`src/rtl/arp_pkg.sv`:
```
// Package for the monophonic note arpeggiator: pattern entry type, register
// and mode codes, sequencer states, reset values and the LFSR step function.
// No dependencies; every module in rtl/ imports it.
package arp_pkg;

  localparam int unsigned MAX_STEPS_DEF    = 16;
  localparam int unsigned RANDOM_TRIES_DEF = 8;

  localparam int unsigned NOTE_W  = 8;
  localparam int unsigned TIME_W  = 16;
  localparam int unsigned LFSR_W  = 16;
  localparam int unsigned CFG_W   = 16;
  localparam int unsigned CFG_IDX_W = 2;
  localparam int unsigned IN_TDATA_W  = 40;
  localparam int unsigned OUT_TDATA_W = 16;

  localparam logic [LFSR_W-1:0] LFSR_SEED = 16'hACE1;
  localparam logic [LFSR_W-1:0] LFSR_TAPS = 16'hB400;

  localparam logic [15:0] TEMPO_RESET   = 16'd500;
  localparam logic [7:0]  SUSTAIN_RESET = 8'd128;
  localparam logic [4:0]  LENGTH_RESET  = 5'd1;

  localparam logic OP_TICK  = 1'b0;
  localparam logic OP_WRITE = 1'b1;

  typedef enum logic [1:0] {
    MODE_HOLD   = 2'd0,
    MODE_SEQ    = 2'd1,
    MODE_RANDOM = 2'd2
  } arp_mode_e;

  localparam logic [1:0] MODE_RESET = MODE_SEQ;

  typedef enum logic [CFG_IDX_W-1:0] {
    REG_TEMPO   = 2'd0,
    REG_SUSTAIN = 2'd1,
    REG_MODE    = 2'd2,
    REG_LENGTH  = 2'd3
  } arp_reg_e;

  typedef enum logic [3:0] {
    S_IDLE,
    S_CTRL,
    S_P_CUR,
    S_P_LATCH,
    S_R_DRAW,
    S_R_WAIT,
    S_R_READ,
    S_R_CMP,
    S_T_RD0,
    S_T_RD1,
    S_T_DIFF,
    S_T_MUL1,
    S_T_MUL2,
    S_T_UPD,
    S_RES,
    S_OUT
  } arp_state_e;

  typedef struct packed {
    logic signed [7:0]   offset;
    logic                silent;
    logic [TIME_W-1:0]   start_time;
  } arp_entry_t;

  // Galois step: shift right, fold the taps in when a one falls out.
  function automatic logic [LFSR_W-1:0] lfsr_step(input logic [LFSR_W-1:0] v);
    logic [LFSR_W-1:0] s;
    s = v >> 1;
    if (v[0]) begin
      s = s ^ LFSR_TAPS;
    end
    return s;
  endfunction

endpackage

```
`src/rtl/arp_store.sv`:
```
// Pattern memory of the arpeggiator: one write port, one registered read port.
// Depends on arp_pkg for the entry type.
module arp_store #(
  parameter int unsigned DEPTH = arp_pkg::MAX_STEPS_DEF,
  parameter int unsigned AW    = $clog2(DEPTH)
) (
  input  logic                clk_i,
  input  logic                we_i,
  input  logic [AW-1:0]       waddr_i,
  input  arp_pkg::arp_entry_t wdata_i,
  input  logic [AW-1:0]       raddr_i,
  output arp_pkg::arp_entry_t rdata_o
);
  import arp_pkg::*;

  arp_entry_t mem_q [DEPTH];

  always_ff @(posedge clk_i) begin
    if (we_i) begin
      mem_q[waddr_i] <= wdata_i;
    end
  end

  always_ff @(posedge clk_i) begin
    rdata_o <= mem_q[raddr_i];
  end

endmodule

```
`src/rtl/arp_rem.sv`:
```
// Iterative remainder unit: restoring division, one dividend bit per cycle.
// Depends on arp_pkg for the dividend width.
module arp_rem #(
  parameter int unsigned DW = 5
) (
  input  logic                      clk_i,
  input  logic                      rst_ni,
  input  logic                      start_i,
  input  logic [arp_pkg::LFSR_W-1:0] dividend_i,
  input  logic [DW-1:0]             divisor_i,
  output logic                      done_o,
  output logic [DW-1:0]             rem_o
);
  import arp_pkg::*;

  localparam int unsigned CW = $clog2(LFSR_W);
  localparam logic [CW-1:0] CNT_LAST = CW'(LFSR_W - 1);

  logic              busy_q, busy_d;
  logic              done_q, done_d;
  logic [CW-1:0]     cnt_q, cnt_d;
  logic [LFSR_W-1:0] dvd_q;
  logic [DW-1:0]     div_q;
  logic [DW-1:0]     rem_q;
  logic [DW:0]       sh;
  logic [DW:0]       sub;
  logic [DW-1:0]     rem_step;

  always_comb begin
    sh       = {rem_q, dvd_q[LFSR_W-1]};
    sub      = sh - {1'b0, div_q};
    rem_step = (sh >= {1'b0, div_q}) ? sub[DW-1:0] : sh[DW-1:0];
  end

  always_comb begin
    busy_d = busy_q;
    done_d = 1'b0;
    cnt_d  = cnt_q;
    if (start_i) begin
      busy_d = 1'b1;
      cnt_d  = '0;
    end else if (busy_q) begin
      cnt_d = cnt_q + CW'(1);
      if (cnt_q == CNT_LAST) begin
        busy_d = 1'b0;
        done_d = 1'b1;
      end
    end
  end

  always_ff @(posedge clk_i or negedge rst_ni) begin
    if (!rst_ni) begin
      busy_q <= 1'b0;
      done_q <= 1'b0;
      cnt_q  <= '0;
    end else begin
      busy_q <= busy_d;
      done_q <= done_d;
      cnt_q  <= cnt_d;
    end
  end

  always_ff @(posedge clk_i) begin
    if (start_i) begin
      rem_q <= '0;
      dvd_q <= dividend_i;
      div_q <= divisor_i;
    end else if (busy_q) begin
      rem_q <= rem_step;
      dvd_q <= dvd_q << 1;
    end
  end

  assign done_o = done_q;
  assign rem_o  = rem_q;

  a_start_busy: assert property (@(posedge clk_i) disable iff (!rst_ni)
    start_i |=> busy_q) else $error("remainder unit did not start");
  a_done_idle: assert property (@(posedge clk_i) disable iff (!rst_ni)
    done_q |-> !busy_q) else $error("remainder done while still busy");
  a_rem_range: assert property (@(posedge clk_i) disable iff (!rst_ni)
    done_q && (div_q != '0) |-> rem_q < div_q) else $error("remainder out of range");

endmodule

```
`src/rtl/note_arpeggiator.sv`:
```
// Monophonic arpeggiator, one transaction per millisecond tick or pattern write.
// A tick that plays no event goes from decode straight to the result; a tick
// that plays an event also reads the pattern memory over its single read port
// and runs two registered multiplies. In random mode each draw also runs the
// bit-serial remainder unit, up to RANDOM_TRIES draws per event.
// The input side is ready only while no transaction is in progress.
// Depends on arp_pkg, arp_store and arp_rem.
module note_arpeggiator #(
  parameter int unsigned MAX_STEPS    = arp_pkg::MAX_STEPS_DEF,
  parameter int unsigned RANDOM_TRIES = arp_pkg::RANDOM_TRIES_DEF
) (
  input  logic                           clk_i,
  input  logic                           rst_ni,
  input  logic                           s_axis_tvalid,
  output logic                           s_axis_tready,
  // button_pressed, button_released, trigger_active, held_note[7:0],
  // entry_index[3:0], entry_offset[7:0], entry_silent, entry_time[15:0]
  input  logic [arp_pkg::IN_TDATA_W-1:0]  s_axis_tdata,
  // op
  input  logic                           s_axis_tuser,
  output logic                           m_axis_tvalid,
  input  logic                           m_axis_tready,
  // note_out[7:0], running, is_armed, zero padding
  output logic [arp_pkg::OUT_TDATA_W-1:0] m_axis_tdata,
  input  logic                           cfg_we_i,
  input  logic [arp_pkg::CFG_IDX_W-1:0]   cfg_idx_i,
  input  logic [arp_pkg::CFG_W-1:0]       cfg_data_i
);
  import arp_pkg::*;

  localparam int unsigned SW = $clog2(MAX_STEPS);
  localparam int unsigned LW = $clog2(MAX_STEPS + 1);
  localparam int unsigned TW = $clog2(RANDOM_TRIES + 1);

  arp_state_e state_q, state_d;

  // Configuration registers.
  logic [15:0] tempo_q;
  logic [7:0]  sustain_q;
  logic [1:0]  mode_q;
  logic [4:0]  plen_q;

  // Architectural state.
  logic              armed_q, armed_d;
  logic              started_q, started_d;
  logic [NOTE_W-1:0] last_q, last_d;
  logic [SW-1:0]     step_q, step_d;
  logic [31:0]       now_q, now_d;
  logic [31:0]       event_due_q, event_due_d;
  logic [31:0]       silence_due_q, silence_due_d;
  logic [LFSR_W-1:0] lfsr_q, lfsr_d;
  logic              snd_valid_q, snd_valid_d;
  logic              snd_rest_q, snd_rest_d;
  logic signed [7:0] snd_off_q, snd_off_d;

  // Latched transaction fields.
  logic              op_q;
  logic              pressed_q, released_q, trig_q;
  logic [NOTE_W-1:0] held_q;
  logic [3:0]        eidx_q;
  arp_entry_t        entry_q;

  // Working registers of the sequencer.
  logic [LW-1:0]     cur_q, cur_d;
  logic [LW-1:0]     cand_q, cand_d;
  logic [LW-1:0]     nxt_q, nxt_d;
  logic [TW-1:0]     tries_q, tries_d;
  logic [TIME_W-1:0] a_time_q, a_time_d;
  logic [16:0]       d_q, d_d;
  logic [32:0]       ms_q, ms_d;
  logic [40:0]       sc_q, sc_d;

  // Result register.
  logic              out_valid_q, out_valid_d;
  logic [NOTE_W-1:0] out_note_q, out_note_d;
  logic              out_run_q, out_run_d;
  logic              out_arm_q, out_arm_d;

  // Memory and remainder unit hookup.
  logic              mem_we;
  logic              wr_ok;
  logic [SW-1:0]     rd_addr;
  arp_entry_t        rd_entry;
  logic              rem_start;
  logic              rem_done;
  logic [LW-1:0]     rem_res;
  logic [LFSR_W-1:0] lfsr_next_w;

  logic              in_acc;
  logic [LW-1:0]     len_w;
  logic [LW-1:0]     cur_w;
  logic [LW-1:0]     inc_w;
  logic [LW-1:0]     seq_inc_w;
  logic              tries_done_w;
  logic              cand_hit_w;
  logic              same_w;
  logic              sil_hit_w;

  // Tick control decisions.
  logic              ctl_a, ctl_s, ctl_v, ctl_rs, ctl_play;
  logic [NOTE_W-1:0] ctl_last;
  logic [31:0]       ctl_due;

  assign in_acc        = s_axis_tvalid && s_axis_tready;
  assign s_axis_tready = (state_q == S_IDLE);
  assign m_axis_tvalid = out_valid_q;
  assign m_axis_tdata  = {{(OUT_TDATA_W - NOTE_W - 2){1'b0}}, out_arm_q, out_run_q,
                          out_note_q};

  // A length of zero plays one entry; a length past the store plays all of it.
  always_comb begin
    if (plen_q == '0) begin
      len_w = LW'(1);
    end else if (int'(plen_q) > MAX_STEPS) begin
      len_w = LW'(MAX_STEPS);
    end else begin
      len_w = LW'(plen_q);
    end
  end

  assign cur_w        = (LW'(step_q) >= len_w) ? '0 : LW'(step_q);
  assign inc_w        = cur_q + LW'(1);
  assign seq_inc_w    = (inc_w >= len_w) ? '0 : inc_w;
  assign tries_done_w = (tries_q == TW'(RANDOM_TRIES));
  assign cand_hit_w   = (rem_res == cur_q);
  assign sil_hit_w    = (now_q >= silence_due_q);
  assign lfsr_next_w  = lfsr_step(lfsr_q);
  assign wr_ok        = (int'(eidx_q) < MAX_STEPS);
  assign same_w       = (rd_entry.silent || snd_rest_q) ? (rd_entry.silent && snd_rest_q)
                                                        : (rd_entry.offset == snd_off_q);

  // Button, trigger and note-change handling of a tick.
  always_comb begin
    ctl_a    = armed_q | pressed_q;
    ctl_s    = started_q;
    ctl_v    = snd_valid_q;
    ctl_rs   = 1'b0;
    ctl_last = last_q;
    if (released_q) begin
      ctl_a = 1'b0;
      ctl_s = 1'b0;
      ctl_v = 1'b0;
    end
    if (ctl_a && trig_q && !ctl_s) begin
      ctl_rs = 1'b1;
      ctl_s  = 1'b1;
      ctl_v  = 1'b0;
    end
    if (!trig_q) begin
      ctl_a = 1'b0;
      ctl_s = 1'b0;
      ctl_v = 1'b0;
    end
    if (ctl_s) begin
      if (held_q != '0) begin
        if (held_q != ctl_last) begin
          ctl_last = held_q;
          ctl_rs   = 1'b1;
          ctl_v    = 1'b0;
        end
      end else begin
        ctl_last = '0;
      end
    end
    ctl_due  = ctl_rs ? now_q : event_due_q;
    ctl_play = ctl_s && (held_q != '0) && (now_q >= ctl_due);
  end

  // Next state.
  always_comb begin
    state_d = state_q;
    unique case (state_q)
      S_IDLE:    if (in_acc) state_d = S_CTRL;
      S_CTRL: begin
        if (op_q == OP_WRITE) begin
          state_d = S_RES;
        end else begin
          state_d = ctl_play ? S_P_CUR : S_RES;
        end
      end
      S_P_CUR:   state_d = S_P_LATCH;
      S_P_LATCH: state_d = (mode_q == MODE_RANDOM) ? S_R_DRAW : S_T_RD0;
      S_R_DRAW:  state_d = tries_done_w ? S_T_RD0 : S_R_WAIT;
      S_R_WAIT: begin
        if (rem_done) begin
          state_d = cand_hit_w ? S_R_DRAW : S_R_READ;
        end
      end
      S_R_READ:  state_d = S_R_CMP;
      S_R_CMP:   state_d = same_w ? S_R_DRAW : S_T_RD0;
      S_T_RD0:   state_d = S_T_RD1;
      S_T_RD1:   state_d = S_T_DIFF;
      S_T_DIFF:  state_d = S_T_MUL1;
      S_T_MUL1:  state_d = S_T_MUL2;
      S_T_MUL2:  state_d = S_T_UPD;
      S_T_UPD:   state_d = S_RES;
      S_RES:     state_d = S_OUT;
      S_OUT:     if (m_axis_tready) state_d = S_IDLE;
      default:   state_d = S_IDLE;
    endcase
  end

  // Datapath and outputs of each state.
  always_comb begin
    armed_d       = armed_q;
    started_d     = started_q;
    last_d        = last_q;
    step_d        = step_q;
    now_d         = now_q;
    event_due_d   = event_due_q;
    silence_due_d = silence_due_q;
    lfsr_d        = lfsr_q;
    snd_valid_d   = snd_valid_q;
    snd_rest_d    = snd_rest_q;
    snd_off_d     = snd_off_q;
    cur_d         = cur_q;
    cand_d        = cand_q;
    nxt_d         = nxt_q;
    tries_d       = tries_q;
    a_time_d      = a_time_q;
    d_d           = d_q;
    ms_d          = ms_q;
    sc_d          = sc_q;
    out_valid_d   = out_valid_q;
    out_note_d    = out_note_q;
    out_run_d     = out_run_q;
    out_arm_d     = out_arm_q;
    mem_we        = 1'b0;
    rd_addr       = '0;
    rem_start     = 1'b0;
    unique case (state_q)
      S_CTRL: begin
        if (op_q == OP_WRITE) begin
          mem_we = wr_ok;
        end else begin
          armed_d     = ctl_a;
          started_d   = ctl_s;
          snd_valid_d = ctl_v;
          last_d      = ctl_last;
          if (ctl_rs) begin
            step_d      = '0;
            event_due_d = now_q;
          end
        end
      end
      S_P_CUR: begin
        rd_addr = SW'(cur_w);
        cur_d   = cur_w;
      end
      S_P_LATCH: begin
        snd_valid_d = 1'b1;
        snd_rest_d  = rd_entry.silent;
        snd_off_d   = rd_entry.offset;
        tries_d     = '0;
        nxt_d       = (mode_q == MODE_SEQ) ? seq_inc_w : cur_q;
      end
      S_R_DRAW: begin
        if (tries_done_w) begin
          nxt_d = seq_inc_w;
        end else begin
          lfsr_d    = lfsr_next_w;
          rem_start = 1'b1;
          tries_d   = tries_q + TW'(1);
        end
      end
      S_R_WAIT: begin
        if (rem_done) begin
          cand_d = rem_res;
        end
      end
      S_R_READ: rd_addr = SW'(cand_q);
      S_R_CMP: begin
        if (!same_w) begin
          nxt_d = cand_q;
        end
      end
      S_T_RD0: begin
        rd_addr = (nxt_q == '0) ? SW'(len_w - LW'(1)) : SW'(nxt_q);
      end
      S_T_RD1: begin
        a_time_d = rd_entry.start_time;
        rd_addr  = (nxt_q == '0) ? '0 : SW'(nxt_q - LW'(1));
      end
      S_T_DIFF: begin
        // Wrapping to the first entry: the cycle ends at the next whole unit
        // after the last entry's start time.
        if (nxt_q == '0) begin
          d_d = 17'(9'd256 - {1'b0, a_time_q[7:0]}) + {1'b0, rd_entry.start_time};
        end else if (a_time_q >= rd_entry.start_time) begin
          d_d = {1'b0, a_time_q - rd_entry.start_time};
        end else begin
          d_d = '0;
        end
      end
      S_T_MUL1: ms_d = {17'd0, tempo_q} * {16'd0, d_q};
      S_T_MUL2: sc_d = {8'd0, ms_q} * {33'd0, sustain_q};
      S_T_UPD: begin
        silence_due_d = event_due_q + {6'd0, sc_q[40:15]};
        event_due_d   = event_due_q + {7'd0, ms_q[32:8]};
        step_d        = SW'(nxt_q);
      end
      S_RES: begin
        out_valid_d = 1'b1;
        out_run_d   = started_q;
        out_arm_d   = armed_q;
        if (op_q == OP_WRITE) begin
          out_note_d = '0;
        end else begin
          now_d = now_q + 32'd1;
          if (!started_q) begin
            out_note_d = held_q;
          end else if (held_q == '0) begin
            out_note_d = '0;
          end else begin
            if (sil_hit_w) begin
              snd_valid_d = 1'b0;
            end
            out_note_d = (snd_valid_q && !sil_hit_w && !snd_rest_q)
                       ? held_q + NOTE_W'(snd_off_q) : '0;
          end
        end
      end
      S_OUT: begin
        if (m_axis_tready) begin
          out_valid_d = 1'b0;
        end
      end
      default: ;
    endcase
  end

  always_ff @(posedge clk_i or negedge rst_ni) begin
    if (!rst_ni) begin
      state_q       <= S_IDLE;
      tempo_q       <= TEMPO_RESET;
      sustain_q     <= SUSTAIN_RESET;
      mode_q        <= MODE_RESET;
      plen_q        <= LENGTH_RESET;
      armed_q       <= 1'b0;
      started_q     <= 1'b0;
      last_q        <= '0;
      step_q        <= '0;
      now_q         <= '0;
      event_due_q   <= '0;
      silence_due_q <= '0;
      lfsr_q        <= LFSR_SEED;
      snd_valid_q   <= 1'b0;
      out_valid_q   <= 1'b0;
    end else begin
      state_q       <= state_d;
      armed_q       <= armed_d;
      started_q     <= started_d;
      last_q        <= last_d;
      step_q        <= step_d;
      now_q         <= now_d;
      event_due_q   <= event_due_d;
      silence_due_q <= silence_due_d;
      lfsr_q        <= lfsr_d;
      snd_valid_q   <= snd_valid_d;
      out_valid_q   <= out_valid_d;
      if (cfg_we_i) begin
        unique case (arp_reg_e'(cfg_idx_i))
          REG_TEMPO:   tempo_q   <= cfg_data_i[15:0];
          REG_SUSTAIN: sustain_q <= cfg_data_i[7:0];
          REG_MODE:    mode_q    <= cfg_data_i[1:0];
          REG_LENGTH:  plen_q    <= cfg_data_i[4:0];
          default: ;
        endcase
      end
    end
  end

  always_ff @(posedge clk_i) begin
    if (in_acc) begin
      op_q             <= s_axis_tuser;
      pressed_q        <= s_axis_tdata[0];
      released_q       <= s_axis_tdata[1];
      trig_q           <= s_axis_tdata[2];
      held_q           <= s_axis_tdata[10:3];
      eidx_q           <= s_axis_tdata[14:11];
      entry_q.offset   <= s_axis_tdata[22:15];
      entry_q.silent   <= s_axis_tdata[23];
      entry_q.start_time <= s_axis_tdata[39:24];
    end
    snd_rest_q <= snd_rest_d;
    snd_off_q  <= snd_off_d;
    cur_q      <= cur_d;
    cand_q     <= cand_d;
    nxt_q      <= nxt_d;
    tries_q    <= tries_d;
    a_time_q   <= a_time_d;
    d_q        <= d_d;
    ms_q       <= ms_d;
    sc_q       <= sc_d;
    out_note_q <= out_note_d;
    out_run_q  <= out_run_d;
    out_arm_q  <= out_arm_d;
  end

  arp_store #(
    .DEPTH (MAX_STEPS),
    .AW    (SW)
  ) u_store (
    .clk_i   (clk_i),
    .we_i    (mem_we),
    .waddr_i (SW'(eidx_q)),
    .wdata_i (entry_q),
    .raddr_i (rd_addr),
    .rdata_o (rd_entry)
  );

  arp_rem #(
    .DW (LW)
  ) u_rem (
    .clk_i      (clk_i),
    .rst_ni     (rst_ni),
    .start_i    (rem_start),
    .dividend_i (lfsr_next_w),
    .divisor_i  (len_w),
    .done_o     (rem_done),
    .rem_o      (rem_res)
  );

  a_one_side: assert property (@(posedge clk_i) disable iff (!rst_ni)
    s_axis_tready |-> !m_axis_tvalid) else $error("ready while a result is pending");
  a_accept_ctrl: assert property (@(posedge clk_i) disable iff (!rst_ni)
    in_acc |=> state_q == S_CTRL) else $error("accepted transaction not decoded");
  a_step_range: assert property (@(posedge clk_i) disable iff (!rst_ni)
    (state_q == S_T_UPD) && !cfg_we_i |=> LW'(step_q) < len_w)
    else $error("step index past pattern length");
  a_rem_owner: assert property (@(posedge clk_i) disable iff (!rst_ni)
    rem_done |-> state_q == S_R_WAIT) else $error("remainder finished outside a draw");

endmodule

```
`config.mk`:
```
export PLATFORM = sky130hd
export DESIGN_NAME = note_arpeggiator
export DESIGN_NICKNAME = d
export VERILOG_FILES = /design/src/rtl/arp_pkg.sv /design/src/rtl/arp_store.sv /design/src/rtl/arp_rem.sv /design/src/rtl/note_arpeggiator.sv
export SDC_FILE = /design/constraint.sdc
export NUM_CORES = 2
export LEC_CHECK = 0
export BUFFER_PORTS_ARGS = -buffer_cell sky130_fd_sc_hd__buf_2
export CORE_MARGIN = 3
export CORE_UTILIZATION = 38
export CTS_CLUSTER_DIAMETER = 100
export DETAILED_ROUTE_END_ITERATION = 8
export PLACE_DENSITY = 0.56
export SYNTH_ARGS = -nofsm -noshare
export SYNTH_HDL_FRONTEND = slang
export SYNTH_SLANG_ARGS = --single-unit
export TNS_END_PERCENT = 5
```
`constraint.sdc`:
```
create_clock -name clk_i -period 9.2 [get_ports clk_i]
set_input_delay 1.84 -clock clk_i [delete_from_list [all_inputs] [get_ports clk_i]]
set_output_delay 1.84 -clock clk_i [all_outputs]
set_load 0.02 [all_outputs]
```
### After elaboration in Yosys (flattened, before gate mapping)

Memories as Yosys holds them, arrays and structs flattened. A register that Yosys moved wholly into a read port is not among the register bits.
Index checks and enable logic that the tools add are counted.

* memory bits (read-only): 0
* memories kept: 1
* input port bits: 64
* bits in registers: 381
* RAM bits: 400
* bits in latches: 0

* multiplexer cells: 78
* $mul: 2
* equal/unequal tests: 38
* shift-type cells: 0
* div/mod/pow operators: 0
* $lt $le $gt $ge: 7
* reductions and logical operators: 40
* bitwise gates (word level): 4
* add/sub/neg operators: 13

Memory list
* u_store.mem_q: depth 16, bits a word 25, rd ports 1, clocked after Yosys merged registers in 1, wr ports 1, RTL line arp_store.sv:16 `arp_entry_t mem_q [DEPTH];`

Operators by type and width (number)
* 32-bit greater-or-equal comparator: 2
* 16-bit two-way mux: 4
* 32-bit two-way mux: 2
* 4-bit two-way mux: 16
* 32-bit case mux with 2 select lines: 1
* 4-bit case mux with 16 select lines: 1
* 33-bit by 8-bit multiplier with 41-bit output: 1
* 4-bit equality test (second input constant): 10
* 8-bit two-way mux: 5
* 5-bit two-way mux: 7
* 1-bit two-way mux: 34
* 16-bit by 17-bit multiplier with 33-bit output: 1
* 32-bit by 1-bit adder with 32-bit output (second input constant): 1
* 32-bit by 25-bit adder with 32-bit output: 1
* 32-bit by 26-bit adder with 32-bit output: 1
* 2-bit AND reduction: 11
* 2-bit != test (second input constant): 10
* 17-bit by 16-bit adder with 17-bit output: 1
* 17-bit two-way mux: 1
* 4-bit by 3-bit equality test with 1-bit output (second input constant): 4
* 16-bit greater-or-equal comparator: 1
* 4-bit case mux with 2 select lines: 2
* 4-bit case mux with 4 select lines: 1
* 16-bit subtractor: 1
* 38 further kinds: 63

### Logic depth before layout (Yosys ltp)

* depth in word-level cells: 14
* gate-level depth with buffers: 24
* gate-level depth less buffers: 23

### By module

From an unflattened synthesis, not the netlist that was laid out.

* cells, all modules: 4374
* area total of the unflattened synthesis: 52362.7 µm²

Modules (own cells, without submodules)
* note_arpeggiator: area each 35290.1 µm², cells an instance 3602, sequential area each 9205.1 µm², times used 1
* arp_store: area each 15551.2 µm², cells an instance 660, sequential area each 12512.0 µm², times used 1
* arp_rem: area each 1521.5 µm², cells an instance 112, sequential area each 880.8 µm², times used 1

### Worst setup path after synthesis

No wires, ideal clock.

* path kind: reg2reg
* from: register tempo_q[8]
* to: register ms_q[31], data pin
* arrival time: 6131 ps
* cell stages (with the launch flop): 23
* required time: 8939 ps
* slack: 2808 ps
* library setup time: 261 ps
* cells stage by stage: dfstp_2 -> clkbuf_1 -> clkbuf_1 -> nand2_1 -> fa_1 -> inv_1 -> fa_1 -> inv_1 -> fa_1 -> inv_1 -> fa_1 -> fa_1 -> inv_1 -> fa_1 -> inv_1 -> ha_1 -> and3_1 -> nand4_1 -> o211ai_1 -> nor2_1 -> o31a_1 -> o311a_1 -> a311o_1

* longest elaborated chain between the ends: 1

Ends and longest elaborated chain
* from (decl): RTL line note_arpeggiator.sv:38 `logic [15:0] tempo_q;`
* from (signal assigned): RTL line note_arpeggiator.sv:363 `REG_TEMPO: tempo_q <= cfg_data_i[15:0];`
* 16-bit by 17-bit multiplier with 33-bit output: RTL line note_arpeggiator.sv:295 `S_T_MUL1: ms_d = {17'd0, tempo_q} * {16'd0, d_q};`
* to (signal assigned): RTL line note_arpeggiator.sv:393 `ms_q <= ms_d;`
* to (decl): RTL line note_arpeggiator.sv:70 `logic [32:0] ms_q, ms_d;`

Every way passes these cells.
A chain may end at the register's enable or synchronous reset.

### Worst setup path after layout

* from: register d_q[9]
* to: register ms_q[32], data pin

* longest elaborated chain between the ends: 1

Ends and longest elaborated chain
* from (decl): RTL line note_arpeggiator.sv:69 `logic [16:0] d_q, d_d;`
* from (signal assigned): RTL line note_arpeggiator.sv:392 `d_q <= d_d;`
* 16-bit by 17-bit multiplier with 33-bit output: RTL line note_arpeggiator.sv:295

Every way passes these cells.

==> metrics <==
status=complete, no violations; critical path depth=19; Crit path arrival time=around 7.3 ns; Remaining DRCs=0; sequential fraction of the synthesis area=a little over two fifths; Avg Inst Size Synth=~12 um^2; worst reg-to-reg path cell count=19; Die Ht=roughly 380 um; first-pass GRT wire length=198000 um; Crit path top cell by count=fa_1; initial antenna violation count=10; Netlist cell types=between 90 and 100; clock edge transition at the registers on the reported setup and hold paths=about 0.070 ns; CTS H-tree lvls=3; GRT overflow=0; Area Growth Syn to Fin=10.5%; CP startpoint kind=flip-flop; max_cap viols=0; Final nets=5466; worst clock skew=0.0448 ns; Slew HR=19.8%; M1 GR Usage=22.5%; clock sink total=790; vias in the first global route=between 30000 and 40000; Clock Tree Buf Depth=3; Post-Syn Instances=between 4000 and 5000; fmax=roughly 0.15 GHz; dpl hpwl=88100 um; Avg WL per Cell=18.9 um; post-synthesis cell area=about 54000 um^2; Hold Path Stages=0; Pre-antenna DRT Iters=5; num rows=approximately 140; Setup Fix Bufs, Post-CTS=0; critical path's largest stage delay=0.76 ns; Final Hold Viols=0; Routed Antenna Nets=0; M3 GR Usage=2.48%; GR Util All Layers=17.3%; port bufs=75; Clock Tree Root=clkbuf_16; drt via density=5.09; Period Utilization, post-route=74.8%; most frequent cells in the layout=edfxtp_1 (591), nand2_1 (535), inv_1 (499), mux2i_1 (415), fa_1 (399); Worst Tran Pin Value=1.19 ns; Core Region=between 100000 and 150000 um^2; Synth warnings=0; WS Path Type=flip-flop to flip-flop; Setup TNS=0 ns; Max Transition Viols Final=0; Max FO, Critical Path=16; endpoints failing setup=0; drt total wl=125000 um; Initial Utilization=a little under two fifths; RSZ-0062 raised after global routing=no; Worst Setup End Kind=flip-flop; top_reg_cell synth=edfxtp_1; met2 Resource Use GR=between 30% and 40%; Critical Path RT=9.63 ns; EDFF count, synth=591; Final GP Congestion=approximately 0.82; cells along the critical path=nand2_1 -> fa_1 -> fa_1 -> fa_1 -> fa_1 -> inv_1 -> fa_1 -> inv_1 -> fa_1 -> inv_1 -> ha_1 -> a21oi_1 -> o21ai_0 -> a221oi_1 -> o211ai_1 -> a211oi_1 -> o31ai_1 -> a21oi_1 -> xnor2_1; Final Core Density=between 40% and 50%; Vias=33715; CP delay by family, top=adder cells; Synth Register Bits=790; CTS tree=done; CTS Buf Count=91; Final min period=6.88 ns; most common cell after layout, fill and taps aside=edfxtp_1; die area=between 100000 and 150000 um^2; GR peak layer=met2; Synth async-reset ratio=21.4%; I/O pin cnt=82; WHS=0.446 ns; CP max-delay cell=edfxtp_1; DIE WIDTH=381 um; Iteration-0 DRC Markers=around 1700; pin count of the biggest net entering global routing=101; post_cts resized=0; Hold Buf Count CTS=0; Hold Crit Class=flip-flop to flip-flop; clk_lat worst skew=0.70 ns; CP bufs+invs=3; share of cells above drive strength 1=7.86%
state kept, by name, summed over array words and instances, names as in the netlist, 8 cells and up:
signal and cells:
lfsr_q 16, entry_q 25, now_q 32, d_q 17, snd_off_q 8, tempo_q 16
last_q 8, out_note_q 8, u_store.rdata_o 25, silence_due_q 32, event_due_q 32, a_time_q 16
u_store.mem_q 400, sustain_q 8, u_rem.dvd_q 16, sc_q 26, ms_q 33, held_q 8
path summary, 6_finish.rpt:
check                                                  from                             to  slack (ns)
min in group asynchronous                            rst_ni  silence_due_q[25]$_DFFE_PN0P_        1.10
worst max register to register             d_q[9]$_DFFE_PP_             ms_q[32]$_DFFE_PP_        2.32
worst min register to register  u_store.rdata_o[24]$_DFF_P_         snd_off_q[7]$_DFFE_PP_        0.45
max in group asynchronous                            rst_ni   silence_due_q[1]$_DFFE_PN0P_        6.76
worst max-delay path                       d_q[9]$_DFFE_PP_             ms_q[32]$_DFFE_PP_        2.32
worst min-delay path            u_store.rdata_o[24]$_DFF_P_         snd_off_q[7]$_DFFE_PP_        0.45
metrics by stage:
stage | setup WS [ns] | instances | cell area, um^2
2_1_floorplan | 2.81 | 4632 | 53500
3_3_place_gp | 2.48 | 6453 | 56000
3_5_place_dp | 2.38 | 6453 | 56000
4_1_cts | 2.35 | 6623 | 59100
5_1_grt | 2.01 | 6623 | 59100
6_report | 2.32 | 6626 | 59100
area by class of cell:
class	count	area (um^2)
Fill cell	13113	80600
Clock buffer	134	2640
Tap cell	1876	2350
Clock inverter	36	522
Antenna cell	3	7.51
Sequential cell	790	22600
Multi-Input combinational cell	3169	28400
Inverter	500	1880
Timing Repair Buffer	118	719
layer usage:
layer	vias to the layer above	part of all wire, %
li1	16004	-
met1	16999	44
met2	547	51
met3	159	3.9
met4	6	1.8
met5	-	0.032
Yosys cell counts (30+ instances only):
master    count  area share (%)
a21o_1      102             1.4
a21oi_1     141             1.3
and2_1      252             2.9
buf_4        30            0.42
clkbuf_1    114            0.80
dfrtp_1     152             7.1
dfxtp_1      30             1.1
edfxtp_1    591              33
fa_1        399              15
ha_1        333             7.8
inv_1       499             3.5
mux2_2       42            0.88
mux2i_1     415             7.8
nand2_1     535             3.8
nand2b_1     31            0.36
nand3_1      50            0.47
nand4_1      34            0.40
nor2_1      125            0.88
nor3_1       44            0.41
o21ai_0     111             1.0
xnor2_1     127             2.1
xor2_1       66             1.1
worst register-to-register path, stage by stage (launching register included):
cell and delay (ns):
edfxtp_1 0.76, nand2_1 0.18, fa_1 0.53, fa_1 0.57, fa_1 0.44, fa_1 0.54, inv_1 0.04, fa_1 0.47
inv_1 0.05, fa_1 0.52, inv_1 0.04, ha_1 0.39, a21oi_1 0.28, o21ai_0 0.15, a221oi_1 0.53, o211ai_1 0.32
a211oi_1 0.40, o31ai_1 0.13, a21oi_1 0.19, xnor2_1 0.08
kinds of logic (layout without fill, tap and decap cells):
family | after synthesis | count (layout) | synth area share [%]
and+or+nand+nor | 1188 | 1188 | 10.9
DFF | 790 | 790 | 42.2
adders and majority gates | 732 | 732 | 22.7
buffers and inverters | 673 | 788 | 5.11
AOI/OAI and AO/OA | 593 | 593 | 7.26
muxes | 457 | 457 | 8.65
xor gates and xnor gates | 193 | 193 | 3.16
other | 1 | 9 | 0.00701
Power is not shown: default switching activity piles up to over one toggle a cycle in this logic, so the estimate is an artifact.
